==> config.mk <==
export PLATFORM = sky130hd
export DESIGN_NAME = kli_blend
export DESIGN_NICKNAME = d
export VERILOG_FILES = /design/src/design/kli_pkg.sv /design/src/design/kli_blend.sv
export SDC_FILE = /design/constraint.sdc
export NUM_CORES = 2
export LEC_CHECK = 0
export BUFFER_PORTS_ARGS = -buffer_cell sky130_fd_sc_hd__clkbuf_2
export CAP_MARGIN = 20
export CORE_MARGIN = 1.5
export CORE_UTILIZATION = 52
export CTS_BUF_LIST = sky130_fd_sc_hd__clkbuf_16
export DETAILED_ROUTE_END_ITERATION = 16
export PLACE_DENSITY = 0.73
export SYNTH_ARGS = -nofsm -noshare
export SYNTH_HDL_FRONTEND = slang
export SYNTH_SLANG_ARGS = --single-unit
==> constraint.sdc <==
create_clock -name i_clk -period 20.6 [get_ports i_clk]
set_clock_uncertainty 0.05 [all_clocks]
set_input_delay 3.09 -clock i_clk [delete_from_list [all_inputs] [get_ports i_clk]]
set_output_delay 3.09 -clock i_clk [all_outputs]
set_load 0.01 [all_outputs]
==> src/design/kli_pkg.sv <==
// shared types and codes for the keyframe linear interpolator
// no dependencies; imported by every module of the block
`default_nettype none

package kli_pkg;

    // item action codes
    localparam logic ACT_LOAD  = 1'b0;
    localparam logic ACT_QUERY = 1'b1;

    // result position codes
    localparam logic [1:0] POS_FIRST  = 2'd0;
    localparam logic [1:0] POS_INTERP = 2'd1;
    localparam logic [1:0] POS_LAST   = 2'd2;

    // register index taken from paddr[2]
    localparam logic REG_KEY_COUNT = 1'b0;

    // one keyframe entry as stored in the table
    typedef struct packed {
        logic [31:0] t;
        logic [31:0] x;
        logic [31:0] y;
        logic [31:0] z;
    } t_key;

    // request to the serial fraction divider
    typedef struct packed {
        logic        start;
        logic [31:0] num;
        logic [31:0] den;
    } t_div_req;

endpackage

`default_nettype wire

==> src/design/kli_blend.sv <==
// shared subtract, multiply and add unit, run once per vector component
// depends on kli_pkg for the entry type
`default_nettype none

module kli_blend
    import kli_pkg::*;
#(
    parameter int FRAC_BITS = 16
) (
    input  wire logic              i_clk,
    input  wire logic              i_rst_n,
    input  wire logic              i_start,
    input  wire t_key              i_a,
    input  wire t_key              i_b,
    input  wire logic [FRAC_BITS:0] i_frac,
    output logic                   o_done,
    output logic [31:0]            o_x,
    output logic [31:0]            o_y,
    output logic [31:0]            o_z
);

    localparam int PW = 33 + FRAC_BITS + 2;

    typedef enum logic [3:0] {
        B_IDLE = 4'b0001,
        B_DIFF = 4'b0010,
        B_MUL  = 4'b0100,
        B_ADD  = 4'b1000
    } t_blend_state;

    t_blend_state          r_state;
    t_blend_state          n_state;
    logic [1:0]            r_comp;
    logic                  r_done;
    t_key                  r_a;
    t_key                  r_b;
    logic [FRAC_BITS:0]    r_frac;
    logic signed [32:0]    r_diff;
    logic signed [PW-1:0]  r_prod;
    logic [31:0]           r_x;
    logic [31:0]           r_y;
    logic [31:0]           r_z;

    logic [31:0]           w_sel_a;
    logic [31:0]           w_sel_b;
    logic signed [FRAC_BITS+1:0] w_frac_s;
    logic signed [PW-1:0]  w_sum;

    // component select
    always_comb begin
        case (r_comp)
            2'd0:    begin w_sel_a = r_a.x; w_sel_b = r_b.x; end
            2'd1:    begin w_sel_a = r_a.y; w_sel_b = r_b.y; end
            default: begin w_sel_a = r_a.z; w_sel_b = r_b.z; end
        endcase
        w_frac_s = $signed({1'b0, r_frac});
        w_sum    = $signed({{(PW-32){w_sel_a[31]}}, w_sel_a}) + (r_prod >>> FRAC_BITS);
    end

    // sequencer next state
    always_comb begin
        n_state = r_state;
        unique case (r_state)
            B_IDLE:  if (i_start) n_state = B_DIFF;
            B_DIFF:  n_state = B_MUL;
            B_MUL:   n_state = B_ADD;
            B_ADD:   n_state = (r_comp == 2'd2) ? B_IDLE : B_DIFF;
            default: n_state = B_IDLE;
        endcase
    end

    // control registers
    always_ff @(posedge i_clk) begin
        if (!i_rst_n) begin
            r_state <= B_IDLE;
            r_comp  <= 2'd0;
            r_done  <= 1'b0;
        end else begin
            r_state <= n_state;
            r_done  <= (r_state == B_ADD) && (r_comp == 2'd2);
            if (i_start && r_state == B_IDLE) begin
                r_comp <= 2'd0;
            end else if (r_state == B_ADD) begin
                r_comp <= r_comp + 2'd1;
            end
        end
    end

    // datapath: b - a, times fraction, floor shift, plus a
    always_ff @(posedge i_clk) begin
        if (i_start && r_state == B_IDLE) begin
            r_a    <= i_a;
            r_b    <= i_b;
            r_frac <= i_frac;
        end
        if (r_state == B_DIFF) begin
            r_diff <= $signed({w_sel_b[31], w_sel_b}) - $signed({w_sel_a[31], w_sel_a});
        end
        if (r_state == B_MUL) begin
            r_prod <= r_diff * w_frac_s;
        end
        if (r_state == B_ADD) begin
            case (r_comp)
                2'd0:    r_x <= w_sum[31:0];
                2'd1:    r_y <= w_sum[31:0];
                default: r_z <= w_sum[31:0];
            endcase
        end
    end

    assign o_done = r_done;
    assign o_x    = r_x;
    assign o_y    = r_y;
    assign o_z    = r_z;

endmodule

`default_nettype wire

**After elaboration in Yosys (flattened, before gate mapping)**

Index checks and enable logic that the tools add are counted.

- Flip-flop bits (word level): 393
- Output and inout bits: 97
- Logic and storage cells: 41
- Input port bits: 276

- Equality and inequality tests: 7
- Reduce and logical (&&, ||, !) cells: 8
- Bitwise logic cells: 2
- Add/subtract/negate cells: 3
- Muxes and demuxes: 5
- Multipliers: 1

Operators by type and width:

| cell | number |
|---|---|
| $pmux W32 S2 | 2 |
| $mul A33 B18 Y48 | 1 |
| $sub A32 B32 Y33 | 1 |
| $add A32 B32 Y32 | 1 |
| $pmux W4 S4 | 1 |
| $reduce_and A2 Y1 | 3 |
| $eq A4 B1 Y1 const B | 1 |
| $eq A4 B2 Y1 const B | 1 |
| $eq A4 B3 Y1 const B | 1 |
| $eq A4 B4 Y1 const B | 1 |
| $mux W4 | 1 |
| $reduce_or A2 Y1 | 2 |
| $add A2 B1 Y2 const B | 1 |
| $eq A2 B1 Y1 const B | 1 |
| $eq A2 B2 Y1 const B | 1 |
| $logic_and A1 B1 Y1 | 2 |
| $logic_not A2 Y1 | 1 |
| $mux W2 | 1 |
| $ne A2 B2 Y1 const B | 1 |
| $not A1 Y1 | 2 |

**Longest topological paths before layout**

- Word-level depth: 4
- Gate-level depth with buffers: 24
- Depth with buffers taken out: 23

**Least setup slack after synthesis**

OpenSTA, ideal clock, no wires.

- Kind: input to register
- Start point: input port i_start
- End point: register r_comp[0]
- Required time: 20417 ps
- Arrival: 18262 ps
- Path buffers: 0
- Stages on the path: 4
- Slack: 2155 ps
- Setup time: 133 ps
- Cell sequence: nand3b_1 -> nor3_1 -> nand2b_1 -> nor2_1

- Longest elaborated chain between the ends: 2

RTL lines:

| element | line | RTL |
|---|---|---|
| start, declared | kli_blend.sv:12 | `input wire logic i_start,` |
| $logic_and A1 B1 Y1 | kli_blend.sv:81 | `if (i_start && r_state == B_IDLE) begin` |
| $reduce_or A2 Y1 (no source line) | - |  |
| end signal, assigned | kli_blend.sv:84 | `r_comp <= r_comp + 2'd1;` |
| end, declared | kli_blend.sv:33 | `logic [1:0] r_comp;` |

Every way passes these cells.
A chain may end at the register's enable or synchronous reset.

**Worst setup path after layout**

- Start point: register r_diff[15]
- End point: register r_prod[47], data pin

- Longest elaborated chain between the ends: 1

RTL lines:

| element | line | RTL |
|---|---|---|
| start, declared | kli_blend.sv:38 | `logic signed [32:0] r_diff;` |
| start signal, assigned | kli_blend.sv:97 | `r_diff <= $signed({w_sel_b[31], w_sel_b}) - $signed({w_sel_a[31], w_sel_a});` |
| $mul A33 B18 Y48 | kli_blend.sv:100 | `r_prod <= r_diff * w_frac_s;` |
| end signal, assigned | kli_blend.sv:100 |  |
| end, declared | kli_blend.sv:39 | `logic signed [PW-1:0] r_prod;` |

Every way passes these cells.

==> impl_metrics.json <==
{
  "path_clk_slew_ns": 0.06,
  "cts_buffers": 41,
  "arrival_ns": 7.78,
  "maxCapViolCount": 0,
  "dieArea_mm2": 0.06717,
  "hold_path_class": "flop to flop",
  "post-synth-top-count-cell": "inv_1",
  "reg2reg_slack_ns": 13.06,
  "timing.critical_path.buf_inv": 4,
  "die_height_um": 259.2,
  "worst_slew_pin_slew_ns": 1.076,
  "start_util_pct": 52.75,
  "cp-end-kind": "flop",
  "fillers": 5396,
  "worstHoldStart": "r_state[2]",
  "postCtsSetupRepairBufs": 0,
  "drc_errors": 0,
  "synthFlopType": "edfxtp_1",
  "cts_buffer_depth": 3,
  "rsz0062_at_grt": "false",
  "post-route-min-period_ns": 7.543,
  "vias": 23120,
  "crit_required_ns": 20.83,
  "cts_resized": 0,
  "hold_buffers": 0,
  "worst-path-max-fanout": 17,
  "cts_tree": "yes",
  "syn_area_mm2": 0.03413,
  "synth-edff-count": 370,
  "grt_pass1_vias": 24310,
  "fin_crit_sh_pct": 36.62,
  "drt-initial-drc-count": 1577,
  "ys_ff_latch": 377,
  "timing.rr.start": "r_diff[15]",
  "area_growth_pct": 11.07,
  "grt_max_degree": 83,
  "max_freq_mhz": 132.6,
  "startpoint_type": "flop",
  "core-area_mm2": 0.06470,
  "hold_violations": 0,
  "finalSetupViolCount": 0,
  "routed_wl_um": 84910,
  "ys_warn_count": 0,
  "synthTopCellsByCount": "627 x inv_1, 516 x fa_1, 370 x edfxtp_1",
  "crit_type": "flop to flop",
  "cpMaxStageDelayCell": "edfxtp_1",
  "antenna_found_initial": 0,
  "synth_cells": 3101,
  "ys_types": 65,
  "htreeDepth": 2,
  "clk_latency_ns": 0.61,
  "track_usage_pct": 26.16,
  "critical-path-top-delay-family": "adder cells",
  "slowest_delay_ns": 1.00,
  "cts_sinks": 377,
  "gp_congestion": 0.8877,
  "wire_per_inst_um": 19.95,
  "drive_gt1_share_pct": 12.32,
  "min_delay_worst_endpoint": "r_state[1]",
  "path_cells": "and2_1 -> fa_1 -> inv_1 -> fa_1 -> fa_1 -> inv_1 -> fa_1 -> fa_1 -> inv_1 -> fa_1 -> inv_1 -> ha_1 -> and3_1 -> and4_1 -> nand4_1 -> nor3_1 -> o211a_1 -> nor2_1 -> a21oi_1 -> mux2i_1 -> nand4_1",
  "status": "finished clean",
  "ys_seq_area_share_pct": 32.97,
  "portBuffers": 308,
  "setup_tns_ns": 0,
  "synth_top_area_share_pct": 32.56,
  "io_pins": 373,
  "drtPass1Iterations": 5,
  "grt.overflow.total": 0,
  "synthArstFlopShare_pct": 0,
  "r2r_end": "r_prod[47]",
  "synthTopCellsByArea": "edfxtp_1 33%, fa_1 30%, inv_1 6.9%",
  "diodes": 0,
  "avgSynthCellArea_um2": 11.00,
  "ant_nets": 0,
  "grt_pass1_wl_um": 133900,
  "dp_hpwl_um": 63680,
  "rows": 93,
  "dieWidth_um": 259.2,
  "avgViaCountPerCell": 5.434,
  "reg2reg_depth": 21,
  "nNetsFinal": 4338,
  "drv_slew": 0,
  "maxSlewHeadroom_pct": 27.74,
  "cp_common_cell": "fa_1",
  "syn_nets": 4069,
  "cts_root_buf": "clkbuf_16",
  "yosysTopAreaCell": "edfxtp_1",
  "whs_path_depth": 1
}
-- layout by cell type (no fill, tap or decap), types with 5 or more instances in the layout --
cell / n
a31oi_1: 5
a211oi_1: 7
a21o_1: 55
fa_1: 516
edfxtp_1: 370
clkbuf_2: 308
nor3_1: 19
buf_4: 31
o211ai_1: 7
a22o_1: 34
nand2_1: 347
o21ai_0: 47
o21bai_1: 11
xor2_1: 31
clkinv_1: 5
a22oi_1: 31
a21boi_0: 5
o21a_1: 14
clkbuf_16: 41
dfxtp_1: 7
nand4_1: 13
xnor2_1: 66
inv_1: 635
nand2b_1: 17
clkinv_2: 7
a221o_1: 5
a21oi_1: 83
nor2b_1: 14
nand3_1: 12
o21ai_1: 8
and2_1: 328
ha_1: 174
mux2i_1: 5
nor2_1: 55
and3_1: 11
-- how the worst max path moves through the flow --
stage,depth (start not counted),slack (ns),end,startpoint
6_report,21,13.06,r_prod[47],r_diff[15]
5_1_grt,21,12.81,r_prod[46],r_diff[15]
4_1_cts,21,13.09,r_prod[47],r_diff[18]
3_5_place_dp,21,13.08,r_prod[47],r_diff[16]
3_3_place_gp,21,13.12,r_prod[47],r_diff[18]
2_1_floorplan,4,2.16,r_comp[0],i_start
-- layer usage --
metal	routed length, µm	up-vias	track usage, %	share of wire (%)
li1	-	10330	-	-
met1	33770	11790	33.74	40
met2	42920	825	45.52	51
met3	5213	185	3.466	6.1
met4	2996	0	9.028	3.5
met5	0	-	0	0
-- layout make-up --
class	instances	area (µm²)	share of cell area, %
timing repair buffer	339	1774	4.681
multi-input combinational	1984	20130	53.10
sequential	377	11250	29.68
clock buffer	41	1026	2.707
clock inverter	32	301.5	0.7955
inverter	627	2354	6.209
tap	855	1070	2.822
-- registers in the layout, summed over array words and instances, names as in the netlist --
name	cells
o_z	32
o_y	32
r_b	96
r_state	4
o_x	32
r_prod	32
r_frac	17
r_a	96
r_diff	33
o_done	1
r_comp	2
-- stage by stage --
step / cells / setup slack [ns] / utilization, % / instance area, µm² / hold slack [ns]
4_1_cts: 4255 / 13.09 / 58.59 / 37900 / 0.5134
3_3_place_gp: 4182 / 13.12 / 56.53 / 36580 / 0.4809
3_5_place_dp: 4182 / 13.08 / 56.53 / 36580 / 0.4923
6_report: 4255 / 13.06 / 58.59 / 37900 / 0.5157
5_1_grt: 4255 / 12.81 / 58.59 / 37900 / 0.5571
2_1_floorplan: 3101 / 2.155 / - / 34130 / 0.4262
-- worst register-to-register path: cells and delay by family (launching register included) --
family | cells | cell delay [ns]
mux | 1 | 0.22
simple gates | 7 | 1.74
flops | 1 | 1.00
compound gates | 2 | 0.70
fa+ha+maj | 7 | 3.27
buf+inv | 4 | 0.27
-- cells by family after synthesis --
group	Yosys count	share of synthesized area, %
adders and majority gates	692	36.72
xor gates and xnor gates	97	2.489
muxes	5	0.1467
DFF	377	32.97
AOI/OAI and AO/OA	352	7.175
buffers and inverters	740	8.139
and+or+nand+nor	838	12.36
Power is left out: the tool's default activity adds up to more than one toggle a clock period on the data nets, which glitch-free logic cannot reach.
