`config.mk`:
```
export PLATFORM = sky130hd
export DESIGN_NAME = kli_div
export DESIGN_NICKNAME = d
export VERILOG_FILES = /design/src/design/kli_pkg.sv /design/src/design/kli_div.sv
export SDC_FILE = /design/constraint.sdc
export NUM_CORES = 1
export LEC_CHECK = 0
export ABC_AREA = 0
export BUFFER_PORTS_ARGS = -buffer_cell sky130_fd_sc_hd__buf_2
export CAP_MARGIN = 20
export CORE_MARGIN = 5
export CORE_UTILIZATION = 61
export CTS_CLUSTER_SIZE = 28
export DETAILED_ROUTE_END_ITERATION = 10
export GPL_ROUTABILITY_DRIVEN = 0
export PLACE_DENSITY = 0.9
export SLEW_MARGIN = 20
export SYNTH_ARGS = -nofsm -noshare
export SYNTH_HDL_FRONTEND = slang
export SYNTH_SLANG_ARGS = --single-unit
```
`constraint.sdc`:
```
create_clock -name i_clk -period 8.7 [get_ports i_clk]
set_clock_uncertainty 0.05 [all_clocks]
set_input_delay 0.87 -clock i_clk [delete_from_list [all_inputs] [get_ports i_clk]]
set_output_delay 0.87 -clock i_clk [all_outputs]
set_load 0.005 [all_outputs]
```
`src/design/kli_pkg.sv`:
```
// shared types and codes for the keyframe linear interpolator
// no dependencies; imported by every module of the block
`default_nettype none

package kli_pkg;

    // item action codes
    localparam logic ACT_LOAD  = 1'b0;
    localparam logic ACT_QUERY = 1'b1;

    // result position codes
    localparam logic [1:0] POS_FIRST  = 2'd0;
    localparam logic [1:0] POS_INTERP = 2'd1;
    localparam logic [1:0] POS_LAST   = 2'd2;

    // register index taken from paddr[2]
    localparam logic REG_KEY_COUNT = 1'b0;

    // one keyframe entry as stored in the table
    typedef struct packed {
        logic [31:0] t;
        logic [31:0] x;
        logic [31:0] y;
        logic [31:0] z;
    } t_key;

    // request to the serial fraction divider
    typedef struct packed {
        logic        start;
        logic [31:0] num;
        logic [31:0] den;
    } t_div_req;

endpackage

`default_nettype wire

```
`src/design/kli_div.sv`:
```
// serial restoring divider for the segment fraction, one quotient bit a cycle
// depends on kli_pkg for the request struct
`default_nettype none

module kli_div
    import kli_pkg::*;
#(
    parameter int FRAC_BITS = 16
) (
    input  wire logic             i_clk,
    input  wire logic             i_rst_n,
    input  wire t_div_req         i_req,
    output logic                  o_done,
    output logic [FRAC_BITS:0]    o_quo
);

    localparam int CW = $clog2(FRAC_BITS + 2);

    logic                r_busy;
    logic                r_done;
    logic [CW-1:0]       r_cnt;
    logic [32:0]         r_rem;
    logic [31:0]         r_den;
    logic [FRAC_BITS:0]  r_quo;

    logic                w_ge;
    logic [32:0]         w_sub;

    // trial subtract of the divisor
    always_comb begin
        w_ge  = r_rem >= {1'b0, r_den};
        w_sub = w_ge ? (r_rem - {1'b0, r_den}) : r_rem;
    end

    // control: busy flag, step count, done pulse
    always_ff @(posedge i_clk) begin
        if (!i_rst_n) begin
            r_busy <= 1'b0;
            r_done <= 1'b0;
            r_cnt  <= '0;
        end else begin
            r_done <= 1'b0;
            if (i_req.start) begin
                if (i_req.den == 32'd0) begin
                    r_done <= 1'b1;
                end else begin
                    r_busy <= 1'b1;
                    r_cnt  <= CW'(FRAC_BITS + 1);
                end
            end else if (r_busy) begin
                r_cnt <= r_cnt - CW'(1);
                if (r_cnt == CW'(1)) begin
                    r_busy <= 1'b0;
                    r_done <= 1'b1;
                end
            end
        end
    end

    // datapath: load on start, then subtract and shift while busy
    always_ff @(posedge i_clk) begin
        if (i_req.start) begin
            r_rem <= {1'b0, i_req.num};
            r_den <= i_req.den;
            r_quo <= '0;
        end else if (r_busy) begin
            r_rem <= {w_sub[31:0], 1'b0};
            r_quo <= {r_quo[FRAC_BITS-1:0], w_ge};
        end
    end

    assign o_done = r_done;
    assign o_quo  = r_quo;

endmodule

`default_nettype wire

```
Word-level counts from Yosys, hierarchy flattened

Cells that the tools add are included.

Add/subtract/negate cells: 2
Magnitude comparators: 1
Equality and inequality tests: 2
Mux-type cells: 14
Reduce and logical (&&, ||, !) cells: 3

Operator list:

| cell                  | count |
|---|---|
| $mux W32              | 3 |
| $ge A33 B32 Y1        | 1 |
| $logic_not A32 Y1     | 1 |
| $sub A32 B32 Y32      | 1 |
| $mux W5               | 3 |
| $mux W1               | 8 |
| $eq A5 B1 Y1 const B  | 1 |
| $sub A5 B1 Y5 const B | 1 |
| $ne A2 B2 Y1 const B  | 1 |
| $reduce_and A2 Y1     | 1 |
| $reduce_bool A2 Y1    | 1 |

Register bits after elaboration: 89
Input bits: 67
Output and inout bits: 18
Logic and storage cells: 29

Depth between registers and ports, before layout

Gate-level depths: netlist of run 1.

Depth after elaboration: 4
Mapped depth: 13
Mapped depth without buffers: 12

Least setup slack after synthesis of run 1

OpenSTA, ideal clock, no wires.

Path kind: reg-to-reg
Start point: register r_rem[12]
End point: register r_rem[1] (data pin)
Library setup time: 0.260 ns
Arrival time: 2.570 ns
Required time: 8.390 ns
Setup slack: 5.820 ns
Cell stages (with the launch flop): 12
Path buffers: 2
Clock period less this slack: 2.880 ns
Cells stage by stage: edfxtp_1 ha_1 buf_2 a21o_1 a221oi_2 o21ai_1 or3_1 o22ai_2 o31a_4 buf_4 mux2i_1 mux2_2

Cells in the longest elaborated chain, start to end: 4

RTL lines:

| element                  | RTL line      | RTL |
|---|---|---|
| start: declaration       | kli_div.sv:22 | `logic [32:0] r_rem;` |
| start signal: assignment | kli_div.sv:63 | `r_rem <= {1'b0, i_req.num};` |
| start signal: assignment | kli_div.sv:67 | `r_rem <= {w_sub[31:0], 1'b0};` |
| $ge A33 B32 Y1           | kli_div.sv:31 | `w_ge = r_rem >= {1'b0, r_den};` |
| $mux W32                 | kli_div.sv:32 | `w_sub = w_ge ? (r_rem - {1'b0, r_den}) : r_rem;` |
| $mux W32                 | kli_div.sv:66 | `end else if (r_busy) begin` |
| $mux W32                 | kli_div.sv:62 | `if (i_req.start) begin` |

Every way passes these cells. The select of a mux whose other input is x is not followed.
A chain may end at the register's enable or synchronous reset.

Worst setup path after layout of run 1

Start point: register r_rem[12]
End point: register r_rem[20] (data pin)

Cells in the longest elaborated chain, start to end: 4
Elaborated cells on any way between the ends: 5
Classes of those cells: add/sub: 1; order compare: 1; mux: 3

RTL lines:

| element                                                   | RTL line |
|---|---|
| $sub A32 B32 Y32 / $ge A33 B32 Y1 (equally long branches) | kli_div.sv:32, kli_div.sv:31 |
| $mux W32 *                                                | kli_div.sv:32 |
| $mux W32 *                                                | kli_div.sv:66 |
| $mux W32 *                                                | kli_div.sv:62 |

Mark *: on every way between the ends. The rest lies on a longest branch, timed or not. The select of a mux whose other input is x is not followed.

==> summary.txt, run 1 <==
Outcome
  – Status: finished clean

Floorplanning
  – Core Area: 9150 um^2
  – Die Wd: 107 um
  – Initial core utilization: 0.621
  – I/O pin count: between 80 and 90
  – Vert. Die Dim: 107 um
  – Rows: 35
  – Die Area: roughly 11000 um^2

Detailed routing
  – DRT iter0 DRCs: 497
  – Wirelength, routed: 14300 um
  – Avg WL per Cell: 18.7 um
  – Residual DRC: 0
  – Number of routed nets with antenna violations: 0
  – Vias: 4905
  – Via density: 6.43
  – Drt pass-1 iters: 5

CTS
  – Clock latency at the later pin of the worst-skew pair: between 0.3 and 0.4 ns
  – Hold-fix buffers, CTS: 0
  – Clock transition at path regs: roughly 0.090 ns
  – Clock Sinks: between 80 and 90
  – CTS Buffer Depth: 2
  – Post-CTS Resized: 0
  – Post-CTS Repair Setup Buffers: 0
  – CTS Root Cell: clkbuf_8
  – H-Tree Level Count: 3
  – CTS tree: built
  – TritonCTS Buffers: 9

GRT
  – Pin count of the biggest net entering global routing: 82
  – GRT Total Usage: 0.253
  – Initial antenna violation count: 0
  – First-pass GRT wire length: 23000 um
  – GRT overflow: 0
  – Vias in the first global route: between 4000 and 5000

Timing
  – Max Slew Vio Count: 0
  – Slew headroom: 0.275
  – Fin. Hold Viols: 0
  – Setup Viol. Count Final: 0
  – Tmin final: 3.68 ns
  – Hold WS: 0.470 ns
  – Crit share post-route: 0.423
  – Fmax: around 0.27 GHz
  – Worst setup margin: 5.02 ns
  – Worst Max-Slew Pin Slew: roughly 1.1 ns
  – RSZ-0062 raised after global routing: no
  – Final TNS setup: 0 ns

Power and ir drop
  – Worst vdd ir: 0.000140 V
  – Leakage power: about 2.7 nW
  – Power Dens Cells: 258 nW/um^2

Hold path
  – Worst hold stages: 2
  – Hold wc startpoint: o_quo[16]
  – Min-delay worst type: reg2reg
  – Hold Path Sink: o_quo[16]

Layout
  – Area of the multi-input gates: 2990 um^2
  – Antenna cells: 0
  – Nets: 749
  – Area grow syn2layout: 11.6%
  – Ratio of cells with drive above 1 in the final layout: 0.178
  – Fillers: 638
  – Register Area: 2420 um^2
  – Final Instance Count excl. Fillers: 763

Yosys
  – Synth top cells by count: edfxtp_1, nand2_1, nor2_1
  – Seq/Total Area, Yosys: 0.426
  – Synth top area cells: edfxtp_1, dfxtp_1, ha_1
  – Flops & latches, synth: ~90
  – Main synth FF type: edfxtp_1
  – Mapped Area: 5690 um^2
  – Async SR Flop Fraction: 0
  – Syn Nets: 685
  – Synthesized instance count: a little under 600
  – Post-synth top area share: 0.338
  – Top-count cell post-synth: edfxtp_1
  – EDFF count, synth: 64
  – Synthesized area per cell: around 10 um^2
  – YS warnings: 0
  – Distinct cell type count after synthesis: 65
  – Leading area contributor after synthesis: edfxtp_1

Flow run
  – Max cap viols: 0

Setup path
  – Reg-to-reg critical path startpoint: r_rem[12]
  – Crit-path cells: ha_1 > a21o_1 > a221oi_2 > o21ai_1 > or3_1 > o22ai_2 > o31a_4 > nor2_1 > a221o_1
  – CP Class: reg2reg
  – FF-to-FF path depth: 9
  – CP Launch Type: flop
  – Arrival @ worst endpoint: ~3.7 ns
  – Worst Path Required: approximately 9 ns
  – Crit path largest cell delay: 0.60 ns
  – Reg2reg end: r_rem[20]
  – Setup crit end kind: flop
  – CP max FO: 57
  – Crit-path slowest cell: o31a_4
  – Register-to-register path setup slack: 5.02 ns

Placed design
  – Placement Setup Slack: 5.10 ns
  – Placed Instances: 747
  – DP HPWL: around 10000 um
  – Input/output buffers: 84
## critical path: cells and delay by family, from the launching register on
family / cells / cell delay, ns
flops: 1 / 0.41
compound gates: 6 / 1.96
fa+ha+maj: 1 / 0.43
simple gates: 2 / 0.57
## cells in the final DEF, fill, tap and decap left out, types with 18 or more instances in the layout
master    count
a21oi_1      26
o21ai_0      19
xnor2_1      18
nand2_1      51
buf_2        83
mux2i_1      21
ha_1         34
edfxtp_1     64
inv_1        37
nor2_1       39
dfxtp_1      25
## logic make-up (layout without fill, tap and decap cells)
| group | after synthesis | in the layout | synth area share |
|---|---|---|---|
| buffers and inverters | 69 | 138 | 0.0486 |
| muxes | 22 | 22 | 0.0389 |
| xor gates and xnor gates | 29 | 29 | 0.0447 |
| AOI/OAI and AO/OA | 132 | 132 | 0.173 |
| DFF | 89 | 89 | 0.426 |
| and+or+nand+nor | 207 | 207 | 0.191 |
| adders and majority gates | 35 | 35 | 0.0783 |
## how the worst max path moves through the flow
stage / startpoint / to / slack, ns / depth (start not counted)
floorplan: r_rem[12] / r_rem[1] / 5.82 / 11
global placement: r_rem[12] / r_rem[26] / 5.36 / 9
detailed placement: r_rem[12] / r_rem[20] / 5.10 / 9
CTS: r_rem[12] / r_rem[20] / 5.07 / 9
global route: r_rem[12] / r_rem[20] / 4.82 / 9
finish: r_rem[12] / r_rem[20] / 5.02 / 9
## area by class of cell
class	count	share of cell area
clock buffer	11	0.0256
tap	111	0.0219
sequential	89	0.382
multi-input combinational	425	0.471
timing repair buffer	85	0.0678
inverter	37	0.0219
clock inverter	5	0.0106
## flip-flops by register name (all words and copies together), names as in the netlist
| name | cells |
|---|---|
| r_cnt | 5 |
| o_done | 1 |
| r_busy | 1 |
| r_den | 32 |
| r_rem | 33 |
| o_quo | 17 |
## routing by layer
| metal | GRT usage | up-vias | wire [um] |
|---|---|---|---|
| met4 | 0.0822 | 0 | 403 |
| met5 | 0 | - | 0 |
| li1 | - | 2312 | - |
| met1 | 0.333 | 2289 | 5770 |
| met3 | 0.0522 | 37 | 1280 |
| met2 | 0.419 | 267 | 6840 |
## metrics by stage
| stage | cell area, um^2 | power [mW] | util |
|---|---|---|---|
| floorplan | 5690 | 1.13 | - |
| global placement | 6120 | 1.26 | 0.668 |
| detailed placement | 6120 | 1.29 | 0.668 |
| CTS | 6350 | 1.62 | 0.694 |
| global route | 6350 | 1.73 | 0.694 |
| finish | 6350 | 1.64 | 0.694 |
## power by group
part	leakage [nW]	internal, mW	switching, mW
sequential	0.844	0.535	0.0435
clock	0.117	0.162	0.160
combinational	1.78	0.295	0.442
total	2.74	0.993	0.646
Note: power is estimated with default switching activity, not from simulation.
==> run 2, diff against run 1 <==
CORE_UTILIZATION = 58   (was 61)
PLACE_DENSITY = 0.86   (was 0.9)
clock period = 3.8 ns   (was 8.7 ns; I/O delays follow)
==> run 2 against run 1 <==
  * Combinational power is 130% higher
  * Fmax grew 5.4%
  * Setup slack worse by 4.7 ns
  * Flip-flop and latch count is the same
  * Core utilization decreased by 3.5 points
  * Clock power rose by 94%
  * Via count decreased by 1.7%
  * Design area is 0.45% higher
  * Final cell count grew 3.7%
  * Power is 120% higher
  * Routed wire length is 2.5% lower
  * Sequential share of layout area fell by 0.17 points
  * Largest cell class unchanged
==> summary.txt, run 2 (synthesis results as in run 1) <==
Timing
  – Worst Max-Slew Pin Slew: 0.699 ns
  – Crit share post-route: 0.918
  – Hold WS: about 0.15 ns
  – Max Slew Vio Count: 0
  – Setup Viol. Count Final: 0
  – Fmax: approximately 0.29 GHz
  – Final TNS setup: 0 ns
  – Slew headroom: 0.528
  – RSZ-0062 raised after global routing: no
  – Worst setup margin: roughly 0.31 ns
  – Fin. Hold Viols: 0
  – Tmin final: 3.49 ns

Layout
  – Final Instance Area: 6380 um^2
  – Max FFs per register: 33
  – Ratio of cells with drive above 1 in the final layout: 0.185
  – Area grow syn2layout: 12.1%
  – Final Instance Count excl. Fillers: 791
  – Nets: 755
  – Fin util: 0.659
  – Most common cell after layout, fill and taps aside: buf_2
  – Antenna cells: 0
  – Largest Register: r_rem
  – Commonest non-fill, non-tap cells in the layout: buf_2, edfxtp_1, nand2_1, nor2_1, inv_1
  – Fillers: approximately 760

Floorplanning
  – Core Area: around 9700 um^2
  – Die Area: 11900 um^2
  – Rows: 36
  – Initial core utilization: 0.587
  – Die Wd: 109 um
  – I/O pin count: between 80 and 90
  – Vert. Die Dim: roughly 110 um

GRT
  – Initial antenna violation count: 0
  – First-pass GRT wire length: between 20000 and 25000 um
  – GRT Total Usage: 0.248
  – Vias in the first global route: 4704
  – GRT overflow: 0
  – Pin count of the biggest net entering global routing: 72

Setup path
  – Arrival @ worst endpoint: 3.58 ns
  – Register-to-register path setup slack: ~0.31 ns
  – FF-to-FF path depth: 10
  – CP max FO: 40
  – CP Class: reg2reg
  – Worst Path Required: 3.89 ns
  – Reg2reg end: r_rem[15]
  – CP Launch Type: flop
  – Setup crit end kind: flop
  – Reg-to-reg critical path startpoint: r_rem[12]

Power and ir drop
  – Overall power: 3.64 mW
  – Power Dens Cells: 570 nW/um^2
  – Leakage power: 2.75 nW
  – Worst vdd ir: 0.000286 V

Placed design
  – Placement Setup Slack: 0.396 ns
  – DP HPWL: 10500 um
  – Placed Area: 6190 um^2
  – Input/output buffers: 84
  – Placed Instances: 775

CTS
  – Post-CTS Resized: 0
  – Hold-fix buffers, CTS: 0
  – TritonCTS Buffers: 9
  – CTS tree: built
  – H-Tree Level Count: 3
  – Post-CTS Repair Setup Buffers: 0
  – Clock latency at the later pin of the worst-skew pair: 0.37 ns
  – CTS Buffer Depth: 2
  – Clock Sinks: 89
  – CTS Root Cell: clkbuf_8
  – Clock transition at path regs: 0.10 ns

Hold path
  – Hold Path Sink: r_den[18]
  – Worst hold stages: 1
  – Hold wc startpoint: i_req[18]
  – Min-delay worst type: in2reg

Detailed routing
  – Number of routed nets with antenna violations: 0
  – DRT iter0 DRCs: 573
  – Routed wl met3: 1380 um
  – Avg WL per Cell: 17.6 um
  – Via density: 6.10
  – Drt pass-1 iters: 5
  – Vias: between 4000 and 5000
  – Residual DRC: 0
  – Top routing layer used: met4
  – Met1 WL: between 5000 and 6000 um
  – Met2 wire length: 6490 um
  – Wirelength, routed: approximately 14000 um

Outcome
  – Status: finished clean

Flow run
  – Max cap viols: 0
## run 2: cell count changes in the layout (fill, tap and decap cells not counted), sizes merged
cell,delta
bufinv,-1
inv,+1
clkbuf,-1
clkinv,+1
buf,+6
## run 2: worst max path at each step
| stage | endpoint | cells past startpoint | start |
|---|---|---|---|
| after floorplan | r_rem[1] | 11 | r_rem[12] |
| after global placement | r_rem[26] | 9 | r_rem[12] |
| after detailed placement | r_rem[20] | 9 | r_rem[12] |
| after CTS | r_rem[15] | 10 | r_rem[12] |
| after global routing | r_rem[15] | 10 | r_rem[12] |
| final | r_rem[15] | 10 | r_rem[12] |
## run 2: power by group
group / internal, mW / leakage [nW] / switching (mW)
clock: 0.264 / 0.0991 / 0.364
sequential: 1.23 / 0.844 / 0.0944
combinational: 0.690 / 1.81 / 0.998
## run 2: worst max-delay path, cell delays in order (launching register included)
cell      delay (ns)
edfxtp_1        0.41
ha_1            0.42
a21o_1          0.24
a221oi_2        0.36
o21ai_1         0.13
or3_1           0.33
o22ai_2         0.22
o31a_4          0.50
buf_4           0.30
nand3b_1        0.13
o311ai_0        0.14
## run 2: routing by layer
layer / track usage / vias up
met3: 0.0521 / 33
met5: 0 / -
li1: - / 2305
met4: 0.0956 / 0
met1: 0.333 / 2251
met2: 0.392 / 233
## run 2: cell type report
class / instances / area (um^2) / area share
multi-input combinational: 425 / 2990 / 0.469
sequential: 89 / 2420 / 0.380
timing repair buffer: 91 / 475 / 0.0746
tap: 133 / 166 / 0.0261
inverter: 37 / 139 / 0.0218
clock buffer: 10 / 138 / 0.0216
clock inverter: 6 / 48.8 / 0.00765
